File: src/rtl/crdc_ram.sv
// Generic single-write, single-read RAM with registered read data.
// Read data holds while the read enable is low. No dependencies.
module crdc_ram #(
  parameter int WIDTH = 32,
  parameter int DEPTH = 64
) (
  input  logic                     clk,
  input  logic                     we,
  input  logic [$clog2(DEPTH)-1:0] waddr,
  input  logic [WIDTH-1:0]         wdata,
  input  logic                     re,
  input  logic [$clog2(DEPTH)-1:0] raddr,
  output logic [WIDTH-1:0]         rdata
);

  logic [WIDTH-1:0] mem [DEPTH];

  always_ff @(posedge clk) begin
    if (we) begin
      mem[waddr] <= wdata;
    end
    if (re) begin
      rdata <= mem[raddr];
    end
  end

endmodule

File: config.mk
export PLATFORM = sky130hd
export DESIGN_NAME = crdc_ram
export DESIGN_NICKNAME = d
export VERILOG_FILES = /design/src/rtl/crdc_ram.sv
export SDC_FILE = /design/constraint.sdc
export NUM_CORES = 2
export LEC_CHECK = 0
export ABC_AREA = 1
export BUFFER_PORTS_ARGS = -buffer_cell sky130_fd_sc_hd__buf_2
export CORE_ASPECT_RATIO = 0.8
export CORE_MARGIN = 4
export CORE_UTILIZATION = 30
export DETAILED_ROUTE_END_ITERATION = 16
export PLACE_DENSITY = 0.4
export SKIP_CTS_REPAIR_TIMING = 1
export SYNTH_ARGS = -nofsm -noshare
export SYNTH_HDL_FRONTEND = slang
export SYNTH_SLANG_ARGS = --single-unit
export TNS_END_PERCENT = 10
File: constraint.sdc
create_clock -name clk -period 6.75 [get_ports clk]
set_clock_uncertainty 0.1 [all_clocks]
set_input_delay 1.35 -clock clk [delete_from_list [all_inputs] [get_ports clk]]
set_output_delay 1.35 -clock clk [all_outputs]
set_load 0.05 [all_outputs]
**Word-level counts from Yosys, hierarchy flattened**

Memory sizes are Yosys's and may differ from the RTL's. A register that Yosys moved wholly into a read port is not among the register bits.
Index checks and enable logic that the tools add are counted.

- Register bits: 0
- Memory bits (writable): 2048
- Bits of input ports: 47
- Output and inout port bits: 32
- Word-level logic and storage cells: 3
- Memories kept: 1

Memories:

| name | depth | width | read ports | clocked after Yosys merged registers in | wr ports | line | RTL |
|---|---|---|---|---|---|---|---|
| mem | 64 | 32 | 1 | 1 | 1 | 16 | `logic [WIDTH-1:0] mem [DEPTH];` |

- Mux-type cells: 2

Operators with widths:

| operator | number |
|---|---|
| two-way mux 1 bit | 2 |

**Longest topological paths before layout**

- Depth in word-level cells: 2
- Mapped depth: 13
- Mapped depth without buffers: 9

**Least setup slack after synthesis**

OpenSTA, ideal clock, no wires.

- Path kind: input to register
- Start point: in we
- End point: mem mem[48][0] (enable)
- Setup time: 502 ps
- Arrival: 4978 ps
- Data required time: 6148 ps
- Path slack: 1170 ps
- Cell stages on the path: 3
- Buffers on the path: 1
- Path through: clkbuf_1 nand4_1 nor4_1

- Cells in the longest elaborated chain, start to end: 2

Ends and longest elaborated chain:

| what | line | RTL |
|---|---|---|
| start, declared | 8 | `input logic we,` |
| two-way mux 1 bit | 19 | `if (we) begin` |
| two-way mux 1 bit (not written as such) | 20 | `mem[waddr] <= wdata;` |
| end, declared | 16 |  |

No other way between the ends.

==> Flow_metrics.wiki <==
{| class="wikitable"
! Metric !! Value
|-
| Synthesized netlist net count || 6816
|-
| Finish-stage setup viols || 0
|-
| Clock root buffer || sky130_fd_sc_hd__clkbuf_16
|-
| Worst reg2reg setup slack || 4.62 ns
|-
| Endpoint required time on the critical path || 7.27 ns
|-
| Global route total overflow || 0
|-
| Outcome || complete, but fails checks
|-
| Post-route clock period utilization || 58.2%
|-
| Max Clk Rate || 254 MHz
|-
| CTS H-tree depth || 4
|-
| Fraction of the yosys area taken by sequential cells || 75.2%
|-
| Critical path launch point type || input pin
|-
| Measured slew at the worst slew-check pin || 1.50 ns
|-
| Pre-CTS setup slack || 2.06 ns
|-
| Pin count of the biggest net entering global routing || 166
|-
| Clock tree from TritonCTS || built
|-
| Starting Density || 30.2%
|-
| Sum of net half-perimeters after detailed placement || 161000 um
|-
| Slew margin rel. || -0.0603%
|-
| Synth warn || 0
|-
| PortBufs || 78
|-
| Length in cells of the worst reg-to-reg path || 8
|-
| Total number of vias || 53.3k
|-
| DRT iter0 DRCs || 5612
|-
| Cell row count || 172
|-
| Clk pin slew, worst setup/hold paths || 0.06 ns
|-
| Detailed-route vias per instance || 5.02
|-
| Drt first pass iters || 6
|-
| Worst min-delay path category || in -> reg
|-
| # Max-Cap Violations || 0
|-
| Share of final-layout standard cells stronger than drive strength 1 || 8.42%
|-
| Synth Area per Inst || 12.3 um^2
|-
| Cells after Synth || 6769
|-
| Post-synthesis instance area || 83100 um^2
|-
| Slew Viols, Final || 4
|-
| Core Footprint || 275000 um^2
|-
| Final setup TNS || 0 ns
|-
| Fillers || 27.1k
|-
| Arrival time of the worst setup path || 4.45 ns
|-
| Largest vdd supply drop || 204 uV
|-
| Leakage || 32.4 nW
|-
| Endpoint class of the critical path || flip-flop
|-
| Ports placed on the boundary || 79
|-
| RSZ-0062 raised after global routing || no
|-
| Wire length after detailed routing || 290000 um
|-
| TritonCTS sink count || 2080
|-
| Cell count of the worst hold path || 1
|-
| Failing checks || slew limit
|-
| Time the final worst path needs with I/O delays and setup || 3.93 ns
|-
| Chip Width || 596 um
|-
| Overall fraction of global-route tracks in use || 19.8%
|-
| DR DRC count || 0
|-
| Bufs on Longest Clock Path || 4
|-
| Full die area || 285000 um^2
|-
| TritonCTS Buffers || 229
|-
| Clock latency reported for the late side of the worst-skew pair || 0.89 ns
|-
| Via count of the first global-routing pass || 50.5k
|-
| Worst R2R End || rdata[0]
|-
| FF-to-FF Start || mem[46][0]
|-
| Final weighted congestion in routability-driven placement || 0.778
|-
| Yosys reg bits || 2080
|-
| Worst Hold End || mem[6][24]
|-
| Post-route antenna net violation count || 0
|-
| Hold_sp || wdata[24]
|-
| Power per cell area || 295 nW/um^2
|-
| Hold violation count in the final report || 0
|-
| Least setup slack across all paths after layout || 2.82 ns
|-
| Critical path peak fanout || 80
|-
| Kind of critical path || in -> reg
|-
| Wire length of the first global-routing pass || 408000 um
|-
| NumNets Final || 6830
|-
| Layout overhead on the synthesized area || 13.9%
|-
| Die height || 479 um
|-
| Number of distinct library cells after synthesis || 15
|-
| Average detailed-routed wire length per instance || 27.4 um
|-
| Number of antenna violations at the first check in global routing || 30
|}
==> placed cells by master, fill, tap and decap left out, drive strengths merged <==
master / instances
nand2: 2248
clkbuf: 284
inv: 17
clkinvlp: 2
diode: 7
buf: 231
nand3: 1907
nor4: 8
nor2: 56
nand4: 9
bufinv: 7
clkinv: 107
edfxtp: 2080
==> flip-flops by register name, summed over array words and instances (netlist names) <==
| signal | count |
|---|---|
| rdata | 32 |
| mem | 2048 |
==> cell families after synthesis <==
logic type / count (synthesis) / share of synthesized area (%)
AND/OR/NAND/NOR: 4228 / 22.0
flip-flops: 2080 / 75.2
buffers and inverters: 461 / 2.77
==> cell usage after synthesis <==
cell                       instances  area share, %
sky130_fd_sc_hd__inv_1             9          0.041
sky130_fd_sc_hd__buf_6             3          0.041
sky130_fd_sc_hd__inv_4             1         0.0075
sky130_fd_sc_hd__nor2_1           56           0.25
sky130_fd_sc_hd__edfxtp_1       2080             75
sky130_fd_sc_hd__inv_2             2         0.0090
sky130_fd_sc_hd__clkbuf_1         77           0.35
sky130_fd_sc_hd__buf_4            45           0.41
sky130_fd_sc_hd__buf_8             2          0.036
sky130_fd_sc_hd__buf_1            40           0.18
sky130_fd_sc_hd__nor4_1            8          0.060
sky130_fd_sc_hd__buf_2           282            1.7
sky130_fd_sc_hd__nand3_1        1907             11
sky130_fd_sc_hd__nand2_1        2248             10
sky130_fd_sc_hd__nand4_1           9          0.068
==> layer usage <==
layer  routed length, um  share of wire, %  global-route usage (%)
met1              141000                49                    30.4
met4                5980               2.1                    4.00
met2              128000                44                    29.9
met5                  26            0.0090                       0
met3               15400               5.3                    2.53
==> final cells by class <==
type,instances,area (um^2),share of cell area [%]
Timing Repair Buffer,232,1930,2.04
Multi-Input combinational cell,4228,18800,19.8
Clock buffer,283,5950,6.30
Antenna cell,7,17.5,0.0185
Inverter,12,86.3,0.0913
Sequential cell,2080,62500,66.0
Clock inverter,121,783,0.828
Tap cell,3654,4570,4.83
==> through the flow <==
stage / power [mW] / utilization [%] / hold WS, ns / cells / area, um^2
CTS: 28.3 / 34.4 / 0.613 / 10600 / 94600
global route: 28.9 / 34.4 / 0.636 / 10600 / 94600
finish: 27.9 / 34.4 / 0.681 / 10600 / 94600
floorplan: 15.6 / - / 0.697 / 6769 / 83100
detailed placement: 16.6 / 31.9 / 0.773 / 10200 / 87800
global placement: 16.6 / 31.9 / 0.768 / 10200 / 87800
==> power breakdown <==
part | leakage (nW) | internal [mW] | switching, mW | total (mW)
sequential | 18.7 | 14.3 | 0.0464 | 14.4
clock | 3.30 | 6.47 | 5.21 | 11.7
combinational | 10.4 | 0.382 | 1.51 | 1.89
total | 32.4 | 21.2 | 6.76 | 27.9
==> worst max path at each step <==
stage	start	to	slack (ns)	cells after the start
3_5_place_dp	raddr[0]	rdata[11]	2.06	11
2_1_floorplan	we	mem[48][0]	1.17	3
6_report	raddr[3]	rdata[16]	2.82	8
3_3_place_gp	raddr[0]	rdata[16]	2.04	11
4_1_cts	raddr[0]	rdata[16]	3.01	11
5_1_grt	raddr[0]	rdata[0]	2.88	11
==> worst max-delay path, cell delays in order <==
cell and delay [ns]:
sky130_fd_sc_hd__clkbuf_8 0.31, sky130_fd_sc_hd__inv_8 0.64, sky130_fd_sc_hd__buf_4 0.78, sky130_fd_sc_hd__nand3_1 0.42, sky130_fd_sc_hd__nand3_1 0.48, sky130_fd_sc_hd__nand2_1 0.14, sky130_fd_sc_hd__nand2_1 0.10, sky130_fd_sc_hd__nand2_1 0.06
No activity file was read; power rests on OpenSTA's default activity.
