$ cat config.mk
export PLATFORM = sky130hd
export DESIGN_NAME = crdc_step
export DESIGN_NICKNAME = d
export VERILOG_FILES = /design/src/rtl/crdc_pkg.sv /design/src/rtl/crdc_step.sv
export SDC_FILE = /design/constraint.sdc
export NUM_CORES = 1
export LEC_CHECK = 0
export ABC_AREA = 1
export BUFFER_PORTS_ARGS = -buffer_cell sky130_fd_sc_hd__buf_4
export CORE_AREA = 2 2 175 177
export DETAILED_ROUTE_END_ITERATION = 6
export DIE_AREA = 0 0 177 179
export PLACE_DENSITY_LB_ADDON = 0.1
export SYNTH_ARGS = -nofsm -noshare
export SYNTH_HDL_FRONTEND = slang
export SYNTH_SLANG_ARGS = --single-unit
export TNS_END_PERCENT = 1
$ cat constraint.sdc
create_clock -name vclk -period 8.6
set_clock_uncertainty 0.1 [all_clocks]
set_input_delay 1.29 -clock vclk [all_inputs]
set_output_delay 1.29 -clock vclk [all_outputs]
set_load 0.01 [all_outputs]
$ cat src/rtl/crdc_pkg.sv
// Shared types and constants for the cartridge ROM dual checksum.
// Holds the accumulator record, variant codes and register indexes.
// No dependencies.
package crdc_pkg;

  localparam int WORD_W    = 32;
  localparam int CFG_IDX_W = 2;
  localparam int VARIANT_W = 2;
  localparam logic [4:0] ROT_MASK = 5'h1F;

  typedef enum logic [CFG_IDX_W-1:0] {
    REG_SEED    = 2'd0,
    REG_VARIANT = 2'd1
  } reg_index_t;

  typedef enum logic [VARIANT_W-1:0] {
    VAR_STANDARD = 2'd0,
    VAR_ADD      = 2'd1,
    VAR_TABLE    = 2'd2,
    VAR_MULTIPLY = 2'd3
  } variant_t;

  typedef struct packed {
    logic [WORD_W-1:0] sum;
    logic [WORD_W-1:0] carry_count;
    logic [WORD_W-1:0] xor_acc;
    logic [WORD_W-1:0] rotate_sum;
    logic [WORD_W-1:0] compare_xor;
    logic [WORD_W-1:0] mix;
  } acc_t;

endpackage

$ cat src/rtl/crdc_step.sv
// One-word update of the six checksum accumulators.
// Depends on crdc_pkg for the accumulator record and variant codes.
module crdc_step (
  input  crdc_pkg::acc_t                  acc_cur,
  input  logic [crdc_pkg::WORD_W-1:0]     word,
  input  logic [crdc_pkg::WORD_W-1:0]     table_word,
  input  logic [crdc_pkg::VARIANT_W-1:0]  variant,
  output crdc_pkg::acc_t                  acc_upd
);
  import crdc_pkg::*;

  logic [WORD_W:0]     sum_wide;
  logic [2*WORD_W-1:0] rot_wide;
  logic [WORD_W-1:0]   rot;
  logic [WORD_W-1:0]   rot_sum_new;
  logic [WORD_W-1:0]   mix_term;

  always_comb begin
    sum_wide    = {1'b0, acc_cur.sum} + {1'b0, word};
    rot_wide    = {word, word} << (word[4:0] & ROT_MASK);
    rot         = rot_wide[2*WORD_W-1:WORD_W];
    rot_sum_new = acc_cur.rotate_sum + rot;
    mix_term    = (variant == VAR_TABLE) ? (table_word ^ word) : (rot_sum_new ^ word);

    acc_upd.sum         = sum_wide[WORD_W-1:0];
    acc_upd.carry_count = acc_cur.carry_count + {{(WORD_W-1){1'b0}}, sum_wide[WORD_W]};
    acc_upd.xor_acc     = acc_cur.xor_acc ^ word;
    acc_upd.rotate_sum  = rot_sum_new;
    acc_upd.compare_xor = (acc_cur.compare_xor > word) ? (acc_cur.compare_xor ^ rot)
                        : (acc_cur.compare_xor ^ sum_wide[WORD_W-1:0] ^ word);
    acc_upd.mix         = acc_cur.mix + mix_term;
  end

endmodule

Word-level counts from Yosys, hierarchy flattened
Index checks and enable logic that the tools add are counted.

Equality and inequality tests: 1. $lt $le $gt $ge: 1. Bitwise gates (word level): 6. Muxes and demuxes: 2. Shift operators: 1. Add/subtract/negate cells: 4.

Operators with widths (count): $xor 32x32->32 (6); $add 32x32->32 (2); $mux 32 (2); $shl 64x5->64 (1); $add 32x32->33 (1); $add 32x1->32 (1); $gt 32x32->1 (1); $eq 2x2->1 const B (1).

Word-level logic and storage cells: 15. Bits in registers: 0. Output and inout bits: 192. Bits of input ports: 258.

Logic depth before layout (Yosys ltp)
Depth in word-level cells: 5. Gate-level depth with buffers: 41. Gate-level depth less buffers: 40.

Worst setup path before layout
No wires, ideal clock.

Path type: in2out. From: input word[1] (netlist name). To: output acc_upd[28] (netlist name). Required time: 7210 ps. Arrival: 5439 ps. Buffers on the path: 2. Slack: 1771 ps. Cell stages on the path: 39. Cells stage by stage: buf_4 -> inv_4 -> buf_4 -> nand2_1 -> o21ai_2 -> nand2_1 -> o21ai_1 -> nand2_1 -> o21ai_1 -> nand2_1 -> o21ai_2 -> inv_2 -> ha_1 -> fa_1 -> nand3_1 -> nand2_1 -> a21boi_2 -> o21ai_0 -> (+3 left out) -> nand2_1 -> nand2_1 -> nand3_1 -> nand2_1 -> nand2_1 -> nand2_1 -> inv_1 -> ha_1 -> nand2_1 -> nor4_1 -> nand3_1 -> nand4_1 -> nand2_1 -> o211ai_1 -> nand2_1 -> nand2_1 -> nand2_1 -> nand2_1.

RTL lines: from (decl) (line crdc_step.sv:5) `input logic [crdc_pkg::WORD_W-1:0] word,`; to (decl) (line crdc_step.sv:8) `output crdc_pkg::acc_t acc_upd`.

==> results.sh <==
export IMPL_status="completed"
export IMPL_hold_worst_slack_ns=2.74
export IMPL_grt_pass1_wl_mm=79.9
export IMPL_synth_top_cell_area_share_pct=21.4
export IMPL_areaGrowthSynthToFinish_pct=31.3
export IMPL_finalPower_mw=2.08
export IMPL_grt_use_total_pct=32.8
export IMPL_die_x_um=177
export IMPL_core_region_area_um2=30000
export IMPL_layout_drive_gt1_share_pct=21.6
export IMPL_worstHoldPathType="in2out"
export IMPL_fillerInstances=3283
export IMPL_relSlewSlack_pct=37.2
export IMPL_crit_arrival_ns=6.69
export IMPL_p_leak_nw=8.47
export IMPL_seq_cells=0
export IMPL_yosysTopAreaCell="nand2_1"
export IMPL_drcViolationCount=0
export IMPL_start_util_pct=38.7
export IMPL_setup_viol=0
export IMPL_dr_pass1_iters=7
export IMPL_num_rows=64
export IMPL_synthesis_nets=2493
export IMPL_pwr_share_clk_pct=0
export IMPL_slew_viol_final=0
export IMPL_die_h_um=179
export IMPL_synth_warnings=0
export IMPL_crit_top_cell="nand2_1"
export IMPL_antenna_found_initial=5
export IMPL_syn_inst=2095
export IMPL_critPathKind="in2out"
export IMPL_drtAntennaViolNets=0
export IMPL_yosys_top_cells_area="nand2_1 (21%), ha_1 (15%), xor2_1 (12%)"
export IMPL_synth_cell_area_um2=11600
export IMPL_switching_power_mw=1.22
export IMPL_dieArea_um2=31700
export IMPL_ys_seq_area_share_pct=0
export IMPL_place_hpwl_mm=48.4
export IMPL_ir_drop_uv=103
export IMPL_dp_cells=2883
export IMPL_crit_slowest_cell="fa_1"
export IMPL_wirelength_mm=55.1
export IMPL_hold_viol_final=0
export IMPL_fin_crit_ns=8.08
export IMPL_initialDrtViolationCount=1366
export IMPL_cts_hold_buffers=0
export IMPL_grt_pass1_vias=13977
export IMPL_tightest_slew_ns=0.941
export IMPL_place_congestion=1.01
export IMPL_synth_commonest_cells="nand2_1 (662), inv_1 (221), nand3_1 (192), xor2_1 (157), ha_1 (137)"
export IMPL_p_seq_share_pct=0
export IMPL_switching_share_pct=58.9
export IMPL_via_per_inst=5.30
export IMPL_overflow=0
export IMPL_yosysMostFrequentCell="nand2_1"
export IMPL_grt_max_degree=48
export IMPL_critPathMaxStageDelay_ns=0.46
export IMPL_maxCapViolations=0
export IMPL_routedWlPerCell_um=19.1
export IMPL_port_buffer_count=450
export IMPL_io_pins=450
export IMPL_instances_no_fill=2888
export IMPL_fmax_mhz=124
export IMPL_fin_nets=2887
export IMPL_nClkBuffers=0
export IMPL_syn_avg_cell_area_um2=5.55
export IMPL_regArea_um2=0
export IMPL_power_frac_comb_pct=100.0
export IMPL_route_vias_total=15299
export IMPL_crit_path_end="acc_upd[31]"
export IMPL_setup_tns_ns=0
export IMPL_powerDensity_nw_per_um2=136
export IMPL_crit_required_ns=7.21
export IMPL_internal_power_uw=854
export IMPL_ys_types=60
export IMPL_crit_start="word[0]"
export IMPL_cp_end_kind="output port"
export IMPL_critPathMaxFanout=25
export IMPL_multi_input_area_um2=10400
export IMPL_worstSetupStartpointType="primary input"
export IMPL_period_share_pct=94.0
export IMPL_rsz0062_at_grt="false"
-- cells by family after synthesis --
| family | synth area share [%] |
|---|---|
| AOI/OAI and AO/OA | 16.7 |
| muxes | 0.689 |
| and+or+nand+nor | 41.0 |
| buffers and inverters | 10.4 |
| adders and majority gates | 15.3 |
| xor gates and xnor gates | 16.0 |
-- cell type report --
type                       count  area share, %
antenna                        5         0.0820
inverter                     230           5.69
multi-input combinational   1798           68.3
tap                          396           3.25
timing repair buffer         459           22.7
-- metrics by stage --
| step | setup WS, ns | utilization, % | cell area [µm²] |
|---|---|---|---|
| after floorplan | 1.77 | - | 11600 |
| after global placement | 0.360 | 50.7 | 15200 |
| after detailed placement | 0.272 | 50.7 | 15200 |
| after CTS | 0.250 | 50.7 | 15200 |
| after global routing | 0.0145 | 50.8 | 15300 |
| final | 0.517 | 50.8 | 15300 |
-- power groups by stage --
stage                 clock [mW]  combinational [mW]  sequential, mW
floorplan                      0                1.19               0
global placement               0                2.04               0
detailed placement             0                2.05               0
CTS                            0                2.06               0
global route        0.0000000624                2.28               0
finish              0.0000000782                2.08               0
-- how the worst min path moves through the flow --
stage | start | end | slack [ns] | cells after the start
finish | acc_cur[125] | acc_upd[125] | 2.74 | 3
global route | acc_cur[104] | acc_upd[104] | 2.75 | 3
CTS | acc_cur[125] | acc_upd[125] | 2.74 | 3
detailed placement | acc_cur[125] | acc_upd[125] | 2.74 | 3
global placement | acc_cur[109] | acc_upd[109] | 2.74 | 3
floorplan | acc_cur[100] | acc_upd[100] | 2.56 | 1
-- worst max-delay path, delay by kind of cell --
kind / cells / cell delay, ns
AO/OA/AOI/OAI: 11 / 1.97
XOR/XNOR: 2 / 0.52
adder cells (fa/ha/maj): 3 / 0.96
buffers and inverters: 6 / 0.84
AND/OR/NAND/NOR: 13 / 1.12
-- per-layer routing --
metal  vias up  part of all wire [%]  global-route usage (%)  wire (µm)
met4         0                   3.1                    9.81       1700
li1       7655                     -                       -          -
met5         -                     0                       0          0
met2       710                    47                    56.8      26100
met1      6863                    41                    41.2      22500
met3        71                   8.9                    5.92       4890
-- timing repair --
action                     CTS  global route
setup endpoints to repair    0             9
setup buffers                0             0
resized for setup            0             9
-- layout by cell type, fill, tap and decap left out, types with 2 or more instances in the layout --
cell type | netlist | layout
mux2i_1 | 8 | 8
nor3_2 | 1 | 2
o21a_1 | 9 | 9
o211ai_1 | 12 | 12
a21oi_2 | 1 | 2
xor2_1 | 157 | 157
or2_0 | 3 | 3
diode_2 | 0 | 5
fa_1 | 3 | 3
nor4_1 | 3 | 3
a31oi_1 | 10 | 10
or2_1 | 16 | 16
nor3_1 | 24 | 23
and2_1 | 2 | 2
nor2_4 | 5 | 5
buf_6 | 5 | 3
nand4_1 | 25 | 25
a21boi_2 | 2 | 2
buf_4 | 4 | 456
nand2_1 | 662 | 662
a21oi_1 | 112 | 111
xnor2_1 | 54 | 54
nand3b_1 | 3 | 3
nor2_1 | 130 | 129
nand2_2 | 11 | 11
inv_2 | 7 | 7
inv_1 | 221 | 221
o21ai_0 | 82 | 79
o21ai_2 | 20 | 20
nor2_2 | 5 | 6
a21boi_0 | 7 | 7
a21o_1 | 18 | 18
o21ai_1 | 50 | 53
nand3_1 | 192 | 192
nand3_2 | 5 | 5
ha_1 | 137 | 137
or2_2 | 7 | 7
o21bai_1 | 6 | 6
No activity file was read; power rests on OpenSTA's default activity.
